`src/design/erfp_pkg.sv`:
```
`timescale 1ns / 1ps
// Shared types and constants for the ERF Ethernet record header parser.
// No dependencies; every other design file but erfp_if refers to this package.
package erfp_pkg;

  localparam logic [7:0] HDR_SIZE  = 8'd16;
  localparam logic [7:0] EXT_SIZE  = 8'd8;
  localparam logic [7:0] META_SIZE = 8'd2;
  localparam logic [6:0] TYPE_ETH  = 7'd2;

  // hard limit on followed extension headers (0..16)
  localparam logic [4:0] MAX_EXTENSIONS = 5'd16;

  typedef enum logic [2:0] {
    ST_OK          = 3'd0,
    ST_NEED_MORE   = 3'd1,
    ST_TRUNCATED   = 3'd2,
    ST_UNSUPPORTED = 3'd3,
    ST_INVALID_LEN = 3'd4,
    ST_TOO_MANY    = 3'd5
  } status_t;

  typedef struct packed {
    logic [7:0]  byte_value;
    logic        first_byte;
    logic        last_byte;
    logic [31:0] captured_length;
  } item_t;

  // input register contents as seen by the parser
  typedef struct packed {
    logic  valid;
    item_t item;
  } in_stage_t;

  typedef struct packed {
    status_t     status;
    logic [7:0]  record_flags;
    logic [15:0] hdr_rec_len;
    logic [15:0] hdr_wire_len;
    logic [7:0]  metadata_offset;
    logic [7:0]  metadata_first;
    logic [7:0]  metadata_second;
    logic [7:0]  frame_offset;
    logic [15:0] network_bytes;
  } result_t;

endpackage

```
`src/design/erfp_if.sv`:
```
`timescale 1ns / 1ps
// Valid/ready channel interfaces for the byte input and the verdict output.
// Standalone; field widths follow erfp_pkg.
interface erfp_in_if;
  logic        valid;
  logic        ready;
  logic [7:0]  byte_value;
  logic        first_byte;
  logic        last_byte;
  logic [31:0] captured_length;

  modport source (output valid, byte_value, first_byte, last_byte, captured_length,
                  input ready);
  modport sink   (input valid, byte_value, first_byte, last_byte, captured_length,
                  output ready);
endinterface

interface erfp_out_if;
  logic        valid;
  logic        ready;
  logic [2:0]  status;
  logic [7:0]  record_flags;
  logic [15:0] hdr_rec_len;
  logic [15:0] hdr_wire_len;
  logic [7:0]  metadata_offset;
  logic [7:0]  metadata_first;
  logic [7:0]  metadata_second;
  logic [7:0]  frame_offset;
  logic [15:0] network_bytes;

  modport source (output valid, status, record_flags, hdr_rec_len, hdr_wire_len,
                  metadata_offset, metadata_first, metadata_second, frame_offset,
                  network_bytes, input ready);
  modport sink   (input valid, status, record_flags, hdr_rec_len, hdr_wire_len,
                  metadata_offset, metadata_first, metadata_second, frame_offset,
                  network_bytes, output ready);
endinterface

```
`src/design/erf_eth_record_header_parser.sv`:
```
`timescale 1ns / 1ps
// ERF Ethernet record header parser, top level.
// Depends on erfp_pkg, erfp_if, erfp_in_stage and erfp_parser.
//
// in_chan carries one byte of a captured ERF record prefix per request, with
// first_byte marking a new record (captured_length is sampled there) and
// last_byte marking the final available byte. out_chan carries at most one
// verdict per record: status plus header fields, offsets and lengths, all
// fields but status zero when status is not ok.
//
// One byte is accepted every cycle while the receiver keeps up. A byte passes
// through the input register and the parse logic into the verdict register:
// the byte that settles the verdict is held in the input register, and the
// verdict register loads when the parser takes it, driving out_chan.valid. The
// rate is set by the update of the per-record state from each byte.
//
// Reset (synchronous, rst_n low) empties both registers and leaves the parser
// idle: bytes before the first first_byte are dropped. While the receiver
// holds out_chan.ready low with a verdict pending, bytes that give no verdict
// still flow; a byte that would give one waits in the input register, and
// in_chan.ready drops once that register is full.
module erf_eth_record_header_parser #(
  parameter logic [4:0] MAX_EXTENSIONS = erfp_pkg::MAX_EXTENSIONS
) (
  input  logic       clk,
  input  logic       rst_n,
  erfp_in_if.sink    in_chan,
  erfp_out_if.source out_chan
);

  erfp_pkg::in_stage_t stage;
  logic                take;

  erfp_in_stage u_in_stage (
    .clk     (clk),
    .rst_n   (rst_n),
    .in_chan (in_chan),
    .take    (take),
    .stage   (stage)
  );

  erfp_parser #(
    .MAX_EXTENSIONS (MAX_EXTENSIONS)
  ) u_parser (
    .clk      (clk),
    .rst_n    (rst_n),
    .stage    (stage),
    .take     (take),
    .out_chan (out_chan)
  );

  a_ok_net_offset: assert property (@(posedge clk) disable iff (!rst_n)
    out_chan.valid && out_chan.status == erfp_pkg::ST_OK |->
      out_chan.frame_offset == out_chan.metadata_offset + 8'd2)
    else $error("network offset does not follow metadata offset");

  a_err_fields_zero: assert property (@(posedge clk) disable iff (!rst_n)
    out_chan.valid && out_chan.status != erfp_pkg::ST_OK |->
      out_chan.record_flags == 8'd0 && out_chan.hdr_rec_len == 16'd0 &&
      out_chan.hdr_wire_len == 16'd0 && out_chan.metadata_offset == 8'd0 &&
      out_chan.metadata_first == 8'd0 && out_chan.metadata_second == 8'd0 &&
      out_chan.frame_offset == 8'd0 && out_chan.network_bytes == 16'd0)
    else $error("error verdict carries nonzero fields");

  a_held_not_lost: assert property (@(posedge clk) disable iff (!rst_n)
    stage.valid && !take |=> stage.valid)
    else $error("held input request dropped");

  a_ready_when_empty: assert property (@(posedge clk) disable iff (!rst_n)
    !in_chan.ready |-> stage.valid && !take)
    else $error("input stalled with free input register");

endmodule

```
`src/design/erfp_in_stage.sv`:
```
`timescale 1ns / 1ps
// Input register for the byte channel: holds one request until the parser takes it.
// Depends on erfp_pkg and erfp_in_if.
module erfp_in_stage (
  input  logic                clk,
  input  logic                rst_n,
  erfp_in_if.sink             in_chan,
  input  logic                take,
  output erfp_pkg::in_stage_t stage
);

  logic            valid_r, valid_nxt;
  erfp_pkg::item_t item_r;
  logic            accept;

  // refill in the same cycle the held request is taken
  assign in_chan.ready = !valid_r || take;
  assign accept        = in_chan.valid && in_chan.ready;

  always_comb begin
    valid_nxt = valid_r;
    if (accept) begin
      valid_nxt = 1'b1;
    end else if (take) begin
      valid_nxt = 1'b0;
    end
  end

  always_ff @(posedge clk) begin
    if (!rst_n) begin
      valid_r <= 1'b0;
    end else begin
      valid_r <= valid_nxt;
    end
  end

  always_ff @(posedge clk) begin
    if (accept) begin
      item_r.byte_value      <= in_chan.byte_value;
      item_r.first_byte      <= in_chan.first_byte;
      item_r.last_byte       <= in_chan.last_byte;
      item_r.captured_length <= in_chan.captured_length;
    end
  end

  assign stage = {valid_r, item_r};

endmodule

```
`src/design/erfp_parser.sv`:
```
`timescale 1ns / 1ps
// Per-record header state, verdict logic and the verdict output register.
// Depends on erfp_pkg and erfp_out_if.
module erfp_parser #(
  parameter logic [4:0] MAX_EXTENSIONS = erfp_pkg::MAX_EXTENSIONS
) (
  input  logic                clk,
  input  logic                rst_n,
  input  erfp_pkg::in_stage_t stage,
  output logic                take,
  erfp_out_if.source          out_chan
);

  typedef struct packed {
    logic              hit;
    erfp_pkg::status_t code;
  } verdict_t;

  // record state
  logic [7:0]  pos_r, pos_nxt;
  logic [31:0] cap_r, cap_nxt;
  logic [7:0]  type_r, type_nxt;
  logic [7:0]  flags_r, flags_nxt;
  logic [15:0] rlen_r, rlen_nxt;
  logic [15:0] wlen_r, wlen_nxt;
  logic [4:0]  cnt_r, cnt_nxt;
  logic        more_r, more_nxt;
  logic [7:0]  meta_r, meta_nxt;
  logic        nmore_r, nmore_nxt;
  logic        done_r, done_nxt;

  // output register
  logic              out_valid_r, out_valid_nxt;
  erfp_pkg::result_t res_r, res_nxt;

  // current view, with a first byte clearing the record
  logic [7:0]  c_pos, c_type, c_flags, c_meta, off, net;
  logic [31:0] c_cap, net_bytes;
  logic [15:0] c_rlen, c_wlen;
  logic [4:0]  c_cnt;
  logic        c_more, c_nmore;
  logic [7:0]  b;
  logic        first, active, emit, upd;
  verdict_t    vd;

  function automatic verdict_t chain_check(input logic more, input logic [4:0] cnt,
                                           input logic [31:0] cap);
    verdict_t   v;
    logic [7:0] o;
    o      = erfp_pkg::HDR_SIZE + {cnt, 3'b000};
    v.hit  = 1'b0;
    v.code = erfp_pkg::ST_OK;
    if (more) begin
      if (cnt >= MAX_EXTENSIONS) begin
        v.hit  = 1'b1;
        v.code = erfp_pkg::ST_TOO_MANY;
      end else if (cap < {24'd0, o + erfp_pkg::EXT_SIZE}) begin
        v.hit  = 1'b1;
        v.code = erfp_pkg::ST_TRUNCATED;
      end
    end else if (cap < {24'd0, o + erfp_pkg::META_SIZE}) begin
      v.hit  = 1'b1;
      v.code = erfp_pkg::ST_TRUNCATED;
    end
    return v;
  endfunction

  always_comb begin
    b       = stage.item.byte_value;
    first   = stage.item.first_byte;
    active  = first || !done_r;

    c_pos   = first ? 8'd0 : pos_r;
    c_cap   = first ? stage.item.captured_length : cap_r;
    c_type  = first ? 8'd0 : type_r;
    c_flags = first ? 8'd0 : flags_r;
    c_rlen  = first ? 16'd0 : rlen_r;
    c_wlen  = first ? 16'd0 : wlen_r;
    c_cnt   = first ? 5'd0 : cnt_r;
    c_more  = first ? 1'b0 : more_r;
    c_meta  = first ? 8'd0 : meta_r;
    c_nmore = first ? 1'b0 : nmore_r;

    pos_nxt   = c_pos + 8'd1;
    cap_nxt   = c_cap;
    type_nxt  = c_type;
    flags_nxt = c_flags;
    rlen_nxt  = c_rlen;
    wlen_nxt  = c_wlen;
    cnt_nxt   = c_cnt;
    more_nxt  = c_more;
    meta_nxt  = c_meta;
    nmore_nxt = c_nmore;

    off       = erfp_pkg::HDR_SIZE + {c_cnt, 3'b000};
    net       = off + erfp_pkg::META_SIZE;
    net_bytes = c_cap - {24'd0, net};

    vd.hit  = 1'b0;
    vd.code = erfp_pkg::ST_OK;

    res_nxt = '0;

    if (first && c_cap < {24'd0, erfp_pkg::HDR_SIZE}) begin
      vd.hit  = 1'b1;
      vd.code = erfp_pkg::ST_TRUNCATED;
    end else if (c_pos < erfp_pkg::HDR_SIZE) begin
      case (c_pos)
        8'd8:    type_nxt  = b;
        8'd9:    flags_nxt = b;
        8'd10:   rlen_nxt  = {b, 8'd0};
        8'd11:   rlen_nxt  = {c_rlen[15:8], b};
        8'd14:   wlen_nxt  = {b, 8'd0};
        8'd15:   wlen_nxt  = {c_wlen[15:8], b};
        default: ;
      endcase
      // header complete: checks see this byte's update
      if (c_pos == erfp_pkg::HDR_SIZE - 8'd1) begin
        if (type_nxt[6:0] != erfp_pkg::TYPE_ETH) begin
          vd.hit  = 1'b1;
          vd.code = erfp_pkg::ST_UNSUPPORTED;
        end else if ({16'd0, rlen_nxt} != c_cap || wlen_nxt == 16'd0) begin
          vd.hit  = 1'b1;
          vd.code = erfp_pkg::ST_INVALID_LEN;
        end else begin
          more_nxt = type_nxt[7];
          cnt_nxt  = 5'd0;
          vd       = chain_check(type_nxt[7], 5'd0, c_cap);
        end
      end
    end else if (c_more) begin
      if (c_pos == off) begin
        nmore_nxt = b[7];
      end
      if (c_pos == off + erfp_pkg::EXT_SIZE - 8'd1) begin
        cnt_nxt  = c_cnt + 5'd1;
        more_nxt = c_nmore;
        vd       = chain_check(c_nmore, c_cnt + 5'd1, c_cap);
      end
    end else begin
      if (c_pos == off) begin
        meta_nxt = b;
      end else if (c_pos == off + 8'd1) begin
        vd.hit = 1'b1;
        if (net_bytes > {16'd0, c_wlen}) begin
          vd.code = erfp_pkg::ST_INVALID_LEN;
        end else begin
          vd.code                 = erfp_pkg::ST_OK;
          res_nxt.record_flags    = c_flags;
          res_nxt.hdr_rec_len     = c_rlen;
          res_nxt.hdr_wire_len    = c_wlen;
          res_nxt.metadata_offset = off;
          res_nxt.metadata_first  = c_meta;
          res_nxt.metadata_second = b;
          res_nxt.frame_offset    = net;
          res_nxt.network_bytes   = net_bytes[15:0];
        end
      end
    end

    if (!vd.hit && stage.item.last_byte) begin
      vd.hit  = 1'b1;
      vd.code = erfp_pkg::ST_NEED_MORE;
    end
    if (vd.code != erfp_pkg::ST_OK) begin
      res_nxt = '0;
    end
    res_nxt.status = vd.code;
    done_nxt       = vd.hit;

    emit = active && vd.hit;
    // a request with no verdict never waits on the output side
    take = stage.valid && (!emit || !out_valid_r || out_chan.ready);
    upd  = take && active;

    out_valid_nxt = out_valid_r;
    if (take && emit) begin
      out_valid_nxt = 1'b1;
    end else if (out_chan.ready) begin
      out_valid_nxt = 1'b0;
    end
  end

  always_ff @(posedge clk) begin
    if (!rst_n) begin
      done_r      <= 1'b1;
      out_valid_r <= 1'b0;
    end else begin
      out_valid_r <= out_valid_nxt;
      if (upd) begin
        done_r <= done_nxt;
      end
    end
  end

  always_ff @(posedge clk) begin
    if (upd) begin
      pos_r   <= pos_nxt;
      cap_r   <= cap_nxt;
      type_r  <= type_nxt;
      flags_r <= flags_nxt;
      rlen_r  <= rlen_nxt;
      wlen_r  <= wlen_nxt;
      cnt_r   <= cnt_nxt;
      more_r  <= more_nxt;
      meta_r  <= meta_nxt;
      nmore_r <= nmore_nxt;
    end
    if (take && emit) begin
      res_r <= res_nxt;
    end
  end

  assign out_chan.valid           = out_valid_r;
  assign out_chan.status          = res_r.status;
  assign out_chan.record_flags    = res_r.record_flags;
  assign out_chan.hdr_rec_len     = res_r.hdr_rec_len;
  assign out_chan.hdr_wire_len    = res_r.hdr_wire_len;
  assign out_chan.metadata_offset = res_r.metadata_offset;
  assign out_chan.metadata_first  = res_r.metadata_first;
  assign out_chan.metadata_second = res_r.metadata_second;
  assign out_chan.frame_offset    = res_r.frame_offset;
  assign out_chan.network_bytes   = res_r.network_bytes;

endmodule
```
`src/flat_wrapper.sv`:
```
// flat-port wrapper written by rule: the top's interface ports become plain ports
module erf_eth_record_header_parser_flat 
#(
  parameter logic [4:0] MAX_EXTENSIONS = erfp_pkg::MAX_EXTENSIONS
)
  (clk, rst_n, in_chan_valid, in_chan_byte_value, in_chan_first_byte, in_chan_last_byte, in_chan_captured_length, in_chan_ready, out_chan_valid, out_chan_status, out_chan_record_flags, out_chan_hdr_rec_len, out_chan_hdr_wire_len, out_chan_metadata_offset, out_chan_metadata_first, out_chan_metadata_second, out_chan_frame_offset, out_chan_network_bytes, out_chan_ready);
  erfp_in_if in_chan_i ();
  erfp_out_if out_chan_i ();
  input  logic clk;
  input  logic rst_n;
  input wire logic [$bits(in_chan_i.valid)-1:0] in_chan_valid;
  input wire logic [$bits(in_chan_i.byte_value)-1:0] in_chan_byte_value;
  input wire logic [$bits(in_chan_i.first_byte)-1:0] in_chan_first_byte;
  input wire logic [$bits(in_chan_i.last_byte)-1:0] in_chan_last_byte;
  input wire logic [$bits(in_chan_i.captured_length)-1:0] in_chan_captured_length;
  output wire logic [$bits(in_chan_i.ready)-1:0] in_chan_ready;
  output wire logic [$bits(out_chan_i.valid)-1:0] out_chan_valid;
  output wire logic [$bits(out_chan_i.status)-1:0] out_chan_status;
  output wire logic [$bits(out_chan_i.record_flags)-1:0] out_chan_record_flags;
  output wire logic [$bits(out_chan_i.hdr_rec_len)-1:0] out_chan_hdr_rec_len;
  output wire logic [$bits(out_chan_i.hdr_wire_len)-1:0] out_chan_hdr_wire_len;
  output wire logic [$bits(out_chan_i.metadata_offset)-1:0] out_chan_metadata_offset;
  output wire logic [$bits(out_chan_i.metadata_first)-1:0] out_chan_metadata_first;
  output wire logic [$bits(out_chan_i.metadata_second)-1:0] out_chan_metadata_second;
  output wire logic [$bits(out_chan_i.frame_offset)-1:0] out_chan_frame_offset;
  output wire logic [$bits(out_chan_i.network_bytes)-1:0] out_chan_network_bytes;
  input wire logic [$bits(out_chan_i.ready)-1:0] out_chan_ready;
  assign in_chan_i.valid = in_chan_valid;
  assign in_chan_i.byte_value = in_chan_byte_value;
  assign in_chan_i.first_byte = in_chan_first_byte;
  assign in_chan_i.last_byte = in_chan_last_byte;
  assign in_chan_i.captured_length = in_chan_captured_length;
  assign in_chan_ready = in_chan_i.ready;
  assign out_chan_valid = out_chan_i.valid;
  assign out_chan_status = out_chan_i.status;
  assign out_chan_record_flags = out_chan_i.record_flags;
  assign out_chan_hdr_rec_len = out_chan_i.hdr_rec_len;
  assign out_chan_hdr_wire_len = out_chan_i.hdr_wire_len;
  assign out_chan_metadata_offset = out_chan_i.metadata_offset;
  assign out_chan_metadata_first = out_chan_i.metadata_first;
  assign out_chan_metadata_second = out_chan_i.metadata_second;
  assign out_chan_frame_offset = out_chan_i.frame_offset;
  assign out_chan_network_bytes = out_chan_i.network_bytes;
  assign out_chan_i.ready = out_chan_ready;
  erf_eth_record_header_parser #(.MAX_EXTENSIONS(MAX_EXTENSIONS)) u_core (.clk(clk), .rst_n(rst_n), .in_chan(in_chan_i), .out_chan(out_chan_i));
endmodule
```
`config.mk`:
```
export PLATFORM = sky130hd
export DESIGN_NAME = erf_eth_record_header_parser_flat
export DESIGN_NICKNAME = d
export VERILOG_FILES = /design/src/design/erfp_pkg.sv /design/src/design/erfp_if.sv /design/src/design/erf_eth_record_header_parser.sv /design/src/design/erfp_in_stage.sv /design/src/design/erfp_parser.sv /design/src/flat_wrapper.sv
export SDC_FILE = /design/constraint.sdc
export NUM_CORES = 1
export LEC_CHECK = 0
export ABC_AREA = 1
export BUFFER_PORTS_ARGS = -buffer_cell sky130_fd_sc_hd__buf_4
export CORE_MARGIN = 2
export CORE_UTILIZATION = 46
export CTS_CLUSTER_SIZE = 16
export DETAILED_ROUTE_END_ITERATION = 10
export HOLD_SLACK_MARGIN = 0.06
export PLACE_DENSITY = 0.77
export SLEW_MARGIN = 30
export SYNTH_ARGS = -nofsm -noshare
export SYNTH_HDL_FRONTEND = slang
export SYNTH_HIERARCHICAL = 1
export SYNTH_SLANG_ARGS = --single-unit
```
`constraint.sdc`:
```
create_clock -name clk -period 6.55 [get_ports clk]
set_clock_uncertainty 0.1 [all_clocks]
set_input_delay 1.31 -clock clk [delete_from_list [all_inputs] [get_ports clk]]
set_output_delay 1.31 -clock clk [all_outputs]
set_load 0.01 [all_outputs]
```
## After elaboration in Yosys (flattened, before gate mapping)

Index checks and enable logic that the tools add are counted.

| word-level totals | value |
|---|---|
| register bits | 239 |
| input bits | 46 |
| output and inout bits | 93 |
| word-level logic and storage cells | 151 |

| cells by class | value |
|---|---|
| add/sub/neg operators | 11 |
| magnitude comparators | 8 |
| equality and inequality tests | 11 |
| muxes and demuxes | 72 |
| bitwise gates (word level) | 1 |
| reductions and logical operators | 22 |

Operators with widths:

| cell | count |
|---|---|
| 16-bit two-way mux | 10 |
| 8-bit two-way mux | 16 |
| 32-bit by 5-bit < comparator with 1-bit output (second input constant) | 3 |
| 4-bit two-way mux | 17 |
| 32-bit by 8-bit < comparator with 1-bit output | 2 |
| 16-bit case mux with 2 select lines | 2 |
| 8-bit by 4-bit == test with 1-bit output (second input constant) | 6 |
| 5-bit two-way mux | 8 |
| 32-bit by 16-bit > comparator with 1-bit output | 1 |
| 32-bit two-way mux | 1 |
| 16-bit by 32-bit inequality test with 1-bit output | 1 |
| 32-bit by 8-bit subtractor with 32-bit output | 1 |
| 8-bit == test | 3 |
| 1-bit two-way mux | 17 |
| 5-bit by 8-bit adder with 8-bit output (first input constant) | 2 |
| 8-bit by 1-bit adder with 8-bit output (second input constant) | 2 |
| 8-bit by 2-bit adder with 8-bit output (second input constant) | 2 |
| 8-bit by 4-bit adder with 8-bit output (second input constant) | 2 |
| 16-bit zero test | 1 |
| 8-bit by 5-bit < comparator with 1-bit output (second input constant) | 1 |
| 8-bit by 1-bit subtractor with 8-bit output (second input constant) | 1 |
| 1-bit logical AND | 7 |
| 7-bit by 2-bit inequality test with 1-bit output (second input constant) | 1 |
| 7-bit OR reduction | 1 |
| other kinds (8) | 17 |

## Longest topological paths before layout

Gate-level depths: netlist (run 1).

| depth | value |
|---|---|
| word-level depth | 23 |
| mapped depth | 39 |

## Cells and area by module

Netlist (run 1), hierarchy kept.

By module, submodules not included:

| module | instances | cells an instance | area each (µm²) | seq. area each (µm²) |
|---|---|---|---|---|
| erfp_parser | 1 | 1248 | 10675.2 | 5565.3 |
| erfp_in_stage | 1 | 50 | 1320.0 | 1281.2 |

## Worst setup path before layout (run 1)

Ideal clock, no wire load.

| path | value |
|---|---|
| path type | register to register |
| start point | reg u_core.u_in_stage.item_r (netlist bit u_core/u_in_stage/stage[33]) |
| end point | reg u_core.u_in_stage.item_r (netlist bit u_core/u_in_stage/stage[0]) (enable) |
| arrival | 5.882 ns |
| required time | 5.995 ns |
| path slack | 0.113 ns |
| stages on the path, launching flop included | 30 |
| path buffers | 5 |
| period minus slack after synthesis | 6.437 ns |
| cells stage by stage | edfxtp_1 -> inv_2 -> buf_6 -> buf_6 -> buf_6 -> clkbuf_1 -> buf_2 -> nand2_1 -> inv_1 -> ha_1 -> nand2_1 -> o221ai_1 -> xor2_1 -> nor4_1 -> xor2_1 -> ha_1 -> nand4_1 -> o221ai_1 -> nor2_1 -> nand2_1 -> nand3_1 -> nand3_1 -> nand2_1 -> a21oi_1 -> nand3_1 -> nand2_1 -> nand2_1 -> inv_1 -> inv_2 -> a21oi_1 |

| between the ends | value |
|---|---|
| longest elaborated chain between the ends | 22 |
| elaborated cells between the ends (all ways) | 72 |

Ends and longest elaborated chain:

| element | RTL line | source |
|---|---|---|
| from (decl) | erfp_in_stage.sv:13 | `erfp_pkg::item_t item_r;` |
| 5-bit two-way mux or 8-bit two-way mux (tied branches) | erfp_parser.sv:79, erfp_parser.sv:73 |  |
| 5-bit by 1-bit adder with 5-bit output (tied with other cells) | erfp_parser.sv:138 | `vd = chain_check(c_nmore, c_cnt + 5'd1, c_cap);` |
| 5-bit by 8-bit adder with 8-bit output or 16-bit case mux with 2 select lines (tied branches) | erfp_parser.sv:50, erfp_parser.sv:108 |  |
| 8-bit by 4-bit adder with 8-bit output or 16-bit two-way mux (tied branches) | erfp_parser.sv:57, erfp_parser.sv:107 |  |
| 32-bit by 8-bit < comparator with 1-bit output or 16-bit two-way mux (tied branches) | erfp_parser.sv:57, erfp_parser.sv:104 |  |
| 4-bit two-way mux (tied with other cells) | erfp_parser.sv:57 | `end else if (cap < {24'd0, o + erfp_pkg::EXT_SIZE}) begin` |
| 4-bit two-way mux or 1-bit logical OR (tied branches) | erfp_parser.sv:54, erfp_parser.sv:122 |  |
| 4-bit two-way mux (on tied branches) | erfp_parser.sv:53, erfp_parser.sv:122 |  |
| [7 not listed] | n/a |  |
| 1-bit logical AND * | erfp_parser.sv:171 | `emit = active && vd.hit;` |
| 1-bit zero test * | erfp_parser.sv:173 | `take = stage.valid && (!emit \|\| !out_valid_r \|\| out_chan.ready);` |
| 1-bit logical OR * (2 in a row) | erfp_parser.sv:173 |  |
| 1-bit logical AND * | erfp_parser.sv:173 |  |
| via u_core.take | erf_eth_record_header_parser.sv:32 | `logic take;` |
| 1-bit logical OR * | erfp_in_stage.sv:17 | `assign in_chan.ready = !valid_r \|\| take;` |
| 1-bit logical AND * | erfp_in_stage.sv:18 | `assign accept = in_chan.valid && in_chan.ready;` |
| via u_core.u_in_stage.accept | erfp_in_stage.sv:14 | `logic accept;` |

Mark *: on every way through the listed nets, which the timed path passes. The rest lies on a longest branch. The select of a mux whose other input is x is not followed.
A chain may end at the register's enable or synchronous reset.

## Final worst setup path (run 1)

| path | value |
|---|---|
| start point | reg u_core.u_in_stage.item_r (netlist bit u_core/u_in_stage/stage[33]) |
| end point | out in_chan_ready |

| between the ends | value |
|---|---|
| longest elaborated chain between the ends | 21 |
| elaborated cells between the ends (all ways) | 71 |

Ends and longest elaborated chain:

| element | RTL line | source |
|---|---|---|
| 5-bit two-way mux or 8-bit two-way mux (tied branches) | erfp_parser.sv:79, erfp_parser.sv:73 |  |
| 5-bit by 1-bit adder with 5-bit output (tied with other cells) | erfp_parser.sv:138 |  |
| 5-bit by 8-bit adder with 8-bit output or 16-bit case mux with 2 select lines (tied branches) | erfp_parser.sv:50, erfp_parser.sv:108 |  |
| 8-bit by 4-bit adder with 8-bit output or 16-bit two-way mux (tied branches) | erfp_parser.sv:57, erfp_parser.sv:107 |  |
| 32-bit by 8-bit < comparator with 1-bit output or 16-bit two-way mux (tied branches) | erfp_parser.sv:57, erfp_parser.sv:104 |  |
| 4-bit two-way mux (tied with other cells) | erfp_parser.sv:57 |  |
| 4-bit two-way mux or 1-bit logical OR (tied branches) | erfp_parser.sv:54, erfp_parser.sv:122 |  |
| 4-bit two-way mux (on tied branches) | erfp_parser.sv:53, erfp_parser.sv:122 |  |
| [5 not listed] | n/a |  |
| 1-bit logical AND | erfp_parser.sv:161 | `if (!vd.hit && stage.item.last_byte) begin` |
| 4-bit two-way mux | erfp_parser.sv:161 |  |
| 1-bit logical AND * | erfp_parser.sv:171 |  |
| 1-bit zero test * | erfp_parser.sv:173 |  |
| 1-bit logical OR * (2 in a row) | erfp_parser.sv:173 |  |
| 1-bit logical AND * | erfp_parser.sv:173 |  |
| via u_core.take | erf_eth_record_header_parser.sv:32 |  |
| 1-bit logical OR * | erfp_in_stage.sv:17 |  |
| to (decl) | flat_wrapper.sv:16 | `output wire logic [$bits(in_chan_i.ready)-1:0] in_chan_ready;` |

Marked as above.

==> results of run 1 <==
per-layer routing:
layer	GRT usage (%)	share of wire, %	vias to the layer above
li1	-	-	4581
met1	31.0	42	4390
met2	35.4	47	440
met3	3.07	8.4	53
met4	6.90	2.6	0
met5	0	0	-
stage by stage:
stage / setup slack, ps / utilization, % / hold slack (ps)
after global placement: 880 / 51.6 / 362
after floorplan: 113 / - / 344
after CTS: 231 / 54.7 / 368
after detailed placement: 808 / 51.6 / 357
final: 320 / 54.8 / 367
after global routing: 38.0 / 54.8 / 431
path summary, 6_finish.rpt:
path	from	to	slack, ps	depth (start not counted)
setup / recovery	u_core/u_in_stage/stage[33]	in_chan_ready	320	27
hold reg to reg	u_core/u_parser/done_r	u_core/u_parser/done_r	370	2
hold / removal	u_core/u_parser/done_r	u_core/u_parser/done_r	370	2
setup reg to reg	u_core/u_in_stage/stage[33]	u_core/u_parser/flags_r[1]	1060	25
cells by family after synthesis:
group                      Yosys count  share of synthesized area [%]
AOI/OAI and AO/OA                  127                           5.84
xor gates and xnor gates            27                           1.97
adders and majority gates           39                           4.07
buffers and inverters              201                           7.24
DFF                                229                           57.1
other                                1                         0.0313
and+or+nand+nor                    674                           23.8
area by class of cell:
type                    count  area [um^2]  share of cell area (%)
clock buffers              28          647                    4.57
clock inverters            16          175                    1.24
inverters                 159          602                    4.25
multi-input cells         872         4320                    30.5
flip-flops and latches    229         6850                    48.4
well taps                 335          419                    2.96
repair buffers            148         1150                    8.14
cells in the final DEF (no fill, tap or decap), drive strengths merged, types with 5 or more instances in the layout:
| master | n |
|---|---|
| inv | 160 |
| xor2 | 22 |
| nand2 | 356 |
| edfxtp | 226 |
| nand4 | 15 |
| clkbuf | 28 |
| a21oi | 26 |
| nor3 | 12 |
| buf | 148 |
| or2 | 11 |
| clkinv | 9 |
| o31ai | 6 |
| conb | 5 |
| nor2 | 174 |
| ha | 39 |
| nand3 | 88 |
| xnor2 | 5 |
| nand3b | 13 |
| o21ai | 83 |
power by group:
group / internal [mW] / switching, mW / total, mW
registers: 1.68 / 0.0290 / 1.71
logic: 0.146 / 0.306 / 0.452
clock network: 0.832 / 0.562 / 1.39
sequential cells by signal, indices dropped and copies added, names as in the netlist, 3 cells and up:
register,cells
u_core/u_in_stage/stage,42
u_core/u_parser/cap_r,32
u_core/u_parser/out_chan.hdr_rec_len,16
u_core/u_parser/out_chan.hdr_wire_len,16
u_core/u_parser/out_chan.network_bytes,16
u_core/u_parser/rlen_r,16
u_core/u_parser/wlen_r,16
u_core/u_parser/flags_r,8
u_core/u_parser/meta_r,8
u_core/u_parser/out_chan.metadata_first,8
u_core/u_parser/out_chan.metadata_second,8
u_core/u_parser/out_chan.record_flags,8
u_core/u_parser/pos_r,8
u_core/u_parser/type_r,8
u_core/u_parser/cnt_r,5
u_core/u_parser/out_chan.metadata_offset,5
u_core/u_parser/out_chan.status,3
worst register-to-register path, cell delays in order, from the launching register on:
cell and delay [ps]:
edfxtp_1 380, inv_2 160, nand2_2 200, inv_1 160
ha_1 260, or2_2 300, nand2_1 130, inv_1 80
ha_1 280, inv_1 60, nor4_2 300, xor2_1 180
ha_1 270, a21oi_1 170, o221ai_1 160, nor2_1 120
nand2_1 110, nand3_1 110, nand3_1 80, nand2_1 70
a21oi_1 90, nand3_1 140, nand2_1 80, nand3_1 110
clkinv_2 650, buf_4 500
what timing repair did:
item,CTS,global route
hold buffers,0,0
resized for setup,0,3
buffers inserted,0,0
endpoints found under the setup margin,0,1
cell usage after synthesis, drive strengths merged (3+ instances only):
cell	number
nand3	88
xor2	22
nor2	174
xnor2	5
edfxtp	226
o21ai	83
buf	32
nand3b	13
a21oi	26
o31ai	6
or2	11
nand4	15
ha	39
nor4	3
inv	159
nor3	12
o21bai	3
nand2	356
dfxtp	3
clkbuf	10
==> impl_metrics.tcl, run 1 <==
set metrics [dict create \
    status "finished, final reports clean" \
    crit_top_cell "nand2_1" \
    slowest_stage "edfxtp_1" \
    n_antenna_cell 0 \
    vias 9464 \
    maxSlewViolCount 0 \
    ys.flop_type "edfxtp_1" \
    setup_tns_ps 0 \
    numCtsBuffers 24 \
    relSlewSlack_pct 44.0 \
    grt_pass1_wl_um 46900 \
    clock_latency_ps 520 \
    rows 59 \
    wl_per_cell_um 16.8 \
    drc_errors 0 \
    dpl_cell_area_um2 13300 \
    grt_max_degree 59 \
    dr.first_iter.drc_count 1097 \
    core_um2 25800 \
    fillers 2303 \
    yosys_warnings 6 \
    synth_area_leader_cell "edfxtp_1" \
    async_flop_share_pct 0 \
    fin_nets 1519 \
    top_level_ports 139 \
    synth_area_leaders "edfxtp_1 (57%), nand2_1 (11%), nor2_1 (5.3%)" \
    postSynthAreaPerCell_um2 9.24 \
    cp_slowest_stage_delay_ps 380 \
    path_clk_slew_ps 60 \
    place_congestion 1.07 \
    die_area_um2 27400 \
    synth_edf_count 226 \
    via_per_inst 5.30 \
    finalPower_mw 3.55 \
    grt_antenna_before_repair 0 \
    max-clock-path-buffers 3 \
    critPathArrivalTime_ps 4820 \
    drive_gt1_share_pct 15.6 \
    grt_setup_unrepaired "false" \
    worst_pin_slew_ps 840 \
    tritoncts "done" \
    cts.sinks 229 \
    min_period_over_period_pct 95.1 \
    grt_usage_pct 22.0 \
    dp_cells 1743 \
    fin_cells 1787 \
    globalRouteOverflowTotal 0 \
    period_needed_ps 6230 \
    leakage_nw 6.20 \
    path_delay_family "simple AND/OR/NAND/NOR gates" \
    design_area_um2 14200 \
    setup_viol 0 \
    hpwl_um 22100 \
    port-buffer-count 133 \
    holdCritPathClass "flip-flop to flip-flop" \
    setup.worst_path.class "flip-flop to primary output" \
    required_ps 5140 \
    fp.dieW_um 165 \
    startpoint_type "flip-flop" \
    fp.dieH_um 165 \
    start_util_pct 46.4 \
    ant_nets 0 \
    cp_max_fo 18 \
    netlist_area_um2 12000 \
    max_cap_viol_count 0 \
    grt_pass1_vias 8868 \
    cts_root_buffer "clkbuf_16" \
    synth.distinct_cells 45 \
    critPathBufInv 6 \
    cts.htree.levels 1 \
    ys_seq_area_share_pct 57.1 \
    synthToLayoutAreaGrowth_pct 18.0 \
    finalHoldViolCount 0 \
    p_per_area_nw_per_um2 251 \
    clock.fmax_mhz 161 \
    drt-total-wl_um 30100 \
    synth_seq_cells 229 \
    syn-instance-count 1298 \
    max-vdd-ir-drop_mv 0.198 \
    synth_top_area_share_pct 56.6 \
    drt-pass1-iter-count 6 \
    cp-end-kind "primary output" \
]
Note: power is estimated with default switching activity, not from simulation.
==> run 2, diff against run 1 <==
--- a/config.mk
+++ b/config.mk
@@ -7,12 +7,14 @@
 export LEC_CHECK = 0
 export ABC_AREA = 1
 export BUFFER_PORTS_ARGS = -buffer_cell sky130_fd_sc_hd__buf_4
+export CELL_PAD_IN_SITES_DETAIL_PLACEMENT = 1
+export CELL_PAD_IN_SITES_GLOBAL_PLACEMENT = 2
 export CORE_MARGIN = 2
-export CORE_UTILIZATION = 46
+export CORE_UTILIZATION = 33
 export CTS_CLUSTER_SIZE = 16
 export DETAILED_ROUTE_END_ITERATION = 10
 export HOLD_SLACK_MARGIN = 0.06
-export PLACE_DENSITY = 0.77
+export PLACE_DENSITY = 0.85
 export SLEW_MARGIN = 30
 export SYNTH_ARGS = -nofsm -noshare
 export SYNTH_HDL_FRONTEND = slang
==> impl_metrics.tcl, run 2 (synthesized netlist as in run 1, its figures left out) <==
set metrics [dict create \
    p_per_area_nw_per_um2 255 \
    crit_top_cell "nand2_1" \
    cp-end-kind "primary output" \
    max-vdd-ir-drop_mv 0.202 \
    hpwl_um 27600 \
    worstHoldStart "u_core/u_parser/done_r" \
    cts_hold_buf 0 \
    start_util_pct 33.6 \
    final_core_util_pct 40.5 \
    slowest_stage "edfxtp_1" \
    grt_pass1_wl_um 57700 \
    setup_tns_ps 0 \
    drt-pass1-iter-count 5 \
    grt_usage_pct 19.7 \
    core_um2 35700 \
    use_met1_pct 27.6 \
    cts.htree.levels 1 \
    status "finished, final reports clean" \
    grt_antenna_before_repair 0 \
    relSlewSlack_pct 46.0 \
    globalRouteOverflowTotal 0 \
    finalPower_mw 3.68 \
    setup.worst_path.class "flip-flop to primary output" \
    cts_root_buffer "clkbuf_16" \
    r2r_setup_slack_ps 850 \
    port-buffer-count 133 \
    global_route.usage.met3_pct 2.24 \
    critPathArrivalTime_ps 4750 \
    ant_nets 0 \
    die_area_um2 37900 \
    fp.dieH_um 195 \
    rows 69 \
    place_congestion 0.916 \
    setup_viol 0 \
    grt_setup_unrepaired "false" \
    cp_slowest_stage_delay_ps 370 \
    dr.first_iter.drc_count 693 \
    leakage_nw 6.25 \
    grt_use_met2_pct 31.9 \
    vias 9486 \
    dp_cells 1868 \
    numCtsBuffers 27 \
    final_common_cell "nand2_1" \
    drc_errors 0 \
    drive_gt1_share_pct 16.5 \
    top_level_ports 139 \
    clock.fmax_mhz 162 \
    grt_max_degree 104 \
    clock_latency_ps 570 \
    holdCritPathClass "flip-flop to flip-flop" \
    startpoint_type "flip-flop" \
    n_antenna_cell 0 \
    cp_max_fo 8 \
    grt_pass1_vias 9742 \
    required_ps 5140 \
    fin_cells 1926 \
    wl_per_cell_um 19.2 \
    synthToLayoutAreaGrowth_pct 20.3 \
    max-clock-path-buffers 3 \
    maxSlewViolCount 0 \
    max_cap_viol_count 0 \
    tritoncts "done" \
    worst_pin_slew_ps 807 \
    finalHoldViolCount 0 \
    reg2reg_from "u_core/u_in_stage/stage[33]" \
    fp.dieW_um 195 \
    via_per_inst 4.93 \
    largest_reg_flops 42 \
    min_period_over_period_pct 94.0 \
    startpoint "u_core/u_parser/cnt_r[0]" \
    drt-total-wl_um 36900 \
    path_clk_slew_ps 60 \
    period_needed_ps 6160 \
    layout_common_cells "nand2_1 (346), edfxtp_1 (226), nor2_1 (170)" \
    cts.sinks 229 \
    top_usage_layer "met2" \
    fin_nets 1529 \
]
## run 2: changes by cell type in the layout (fill, tap and decap cells not counted), moves of 2 or more
| cell | change |
|---|---|
| clkbuf_16 | +2 |
| buf_4 | +7 |
| clkinv_2 | +4 |
| clkinvlp_4 | +2 |
| inv_6 | -3 |
## run 2: final timing paths
kind / depth (start not counted) / to
hold / removal: 2 / u_core/u_parser/done_r
setup reg to reg: 28 / u_core/u_parser/out_chan.network_bytes[3]
setup / recovery: 27 / in_chan_ready
hold reg to reg: 2 / u_core/u_parser/done_r
## run 2: stage by stage
stage          area [um^2]  hold WS [ps]  setup slack [ps]
3_3_place_gp         13500           358               743
3_5_place_dp         13500           382               736
4_1_cts              14300           392               129
5_1_grt              14400           428              5.69
6_report             14400           383               393
2_1_floorplan        12000           344               113
## run 2: timing repair
action                                  4_1_cts  5_1_grt
hold endpoints to repair                      0        0
resized for setup                             0        8
endpoints found under the setup margin        0        1
buffers inserted                              0        8
## run 2: final cells by class
type,count,area [um^2]
fillers,4133,21200
flip-flops and latches,229,6850
multi-input cells,872,4330
repair buffers,155,1200
clock buffers,30,687
inverters,159,606
well taps,461,577
clock inverters,20,179
## run 2: worst max-delay path: cells and delay by family, from the launching register on
kind,cells,cell delay (ps)
AND/OR/NAND/NOR,14,1710
adder cells (fa/ha/maj),3,750
flip-flops,1,370
buffers and inverters,6,620
AO/OA/AOI/OAI,2,380
XOR/XNOR,2,330
## run 2: report_power, final
part / internal (mW) / total [mW] / switching, mW
clock: 0.841 / 1.48 / 0.642
sequential: 1.68 / 1.71 / 0.0298
combinational: 0.149 / 0.483 / 0.335
## run 2: metal layers
layer  vias to the layer above  share of wire, %
met4                         0               3.0
li1                       4590                 -
met1                      4611                47
met5                         -                 0
met2                       232                46
met3                        53               4.6
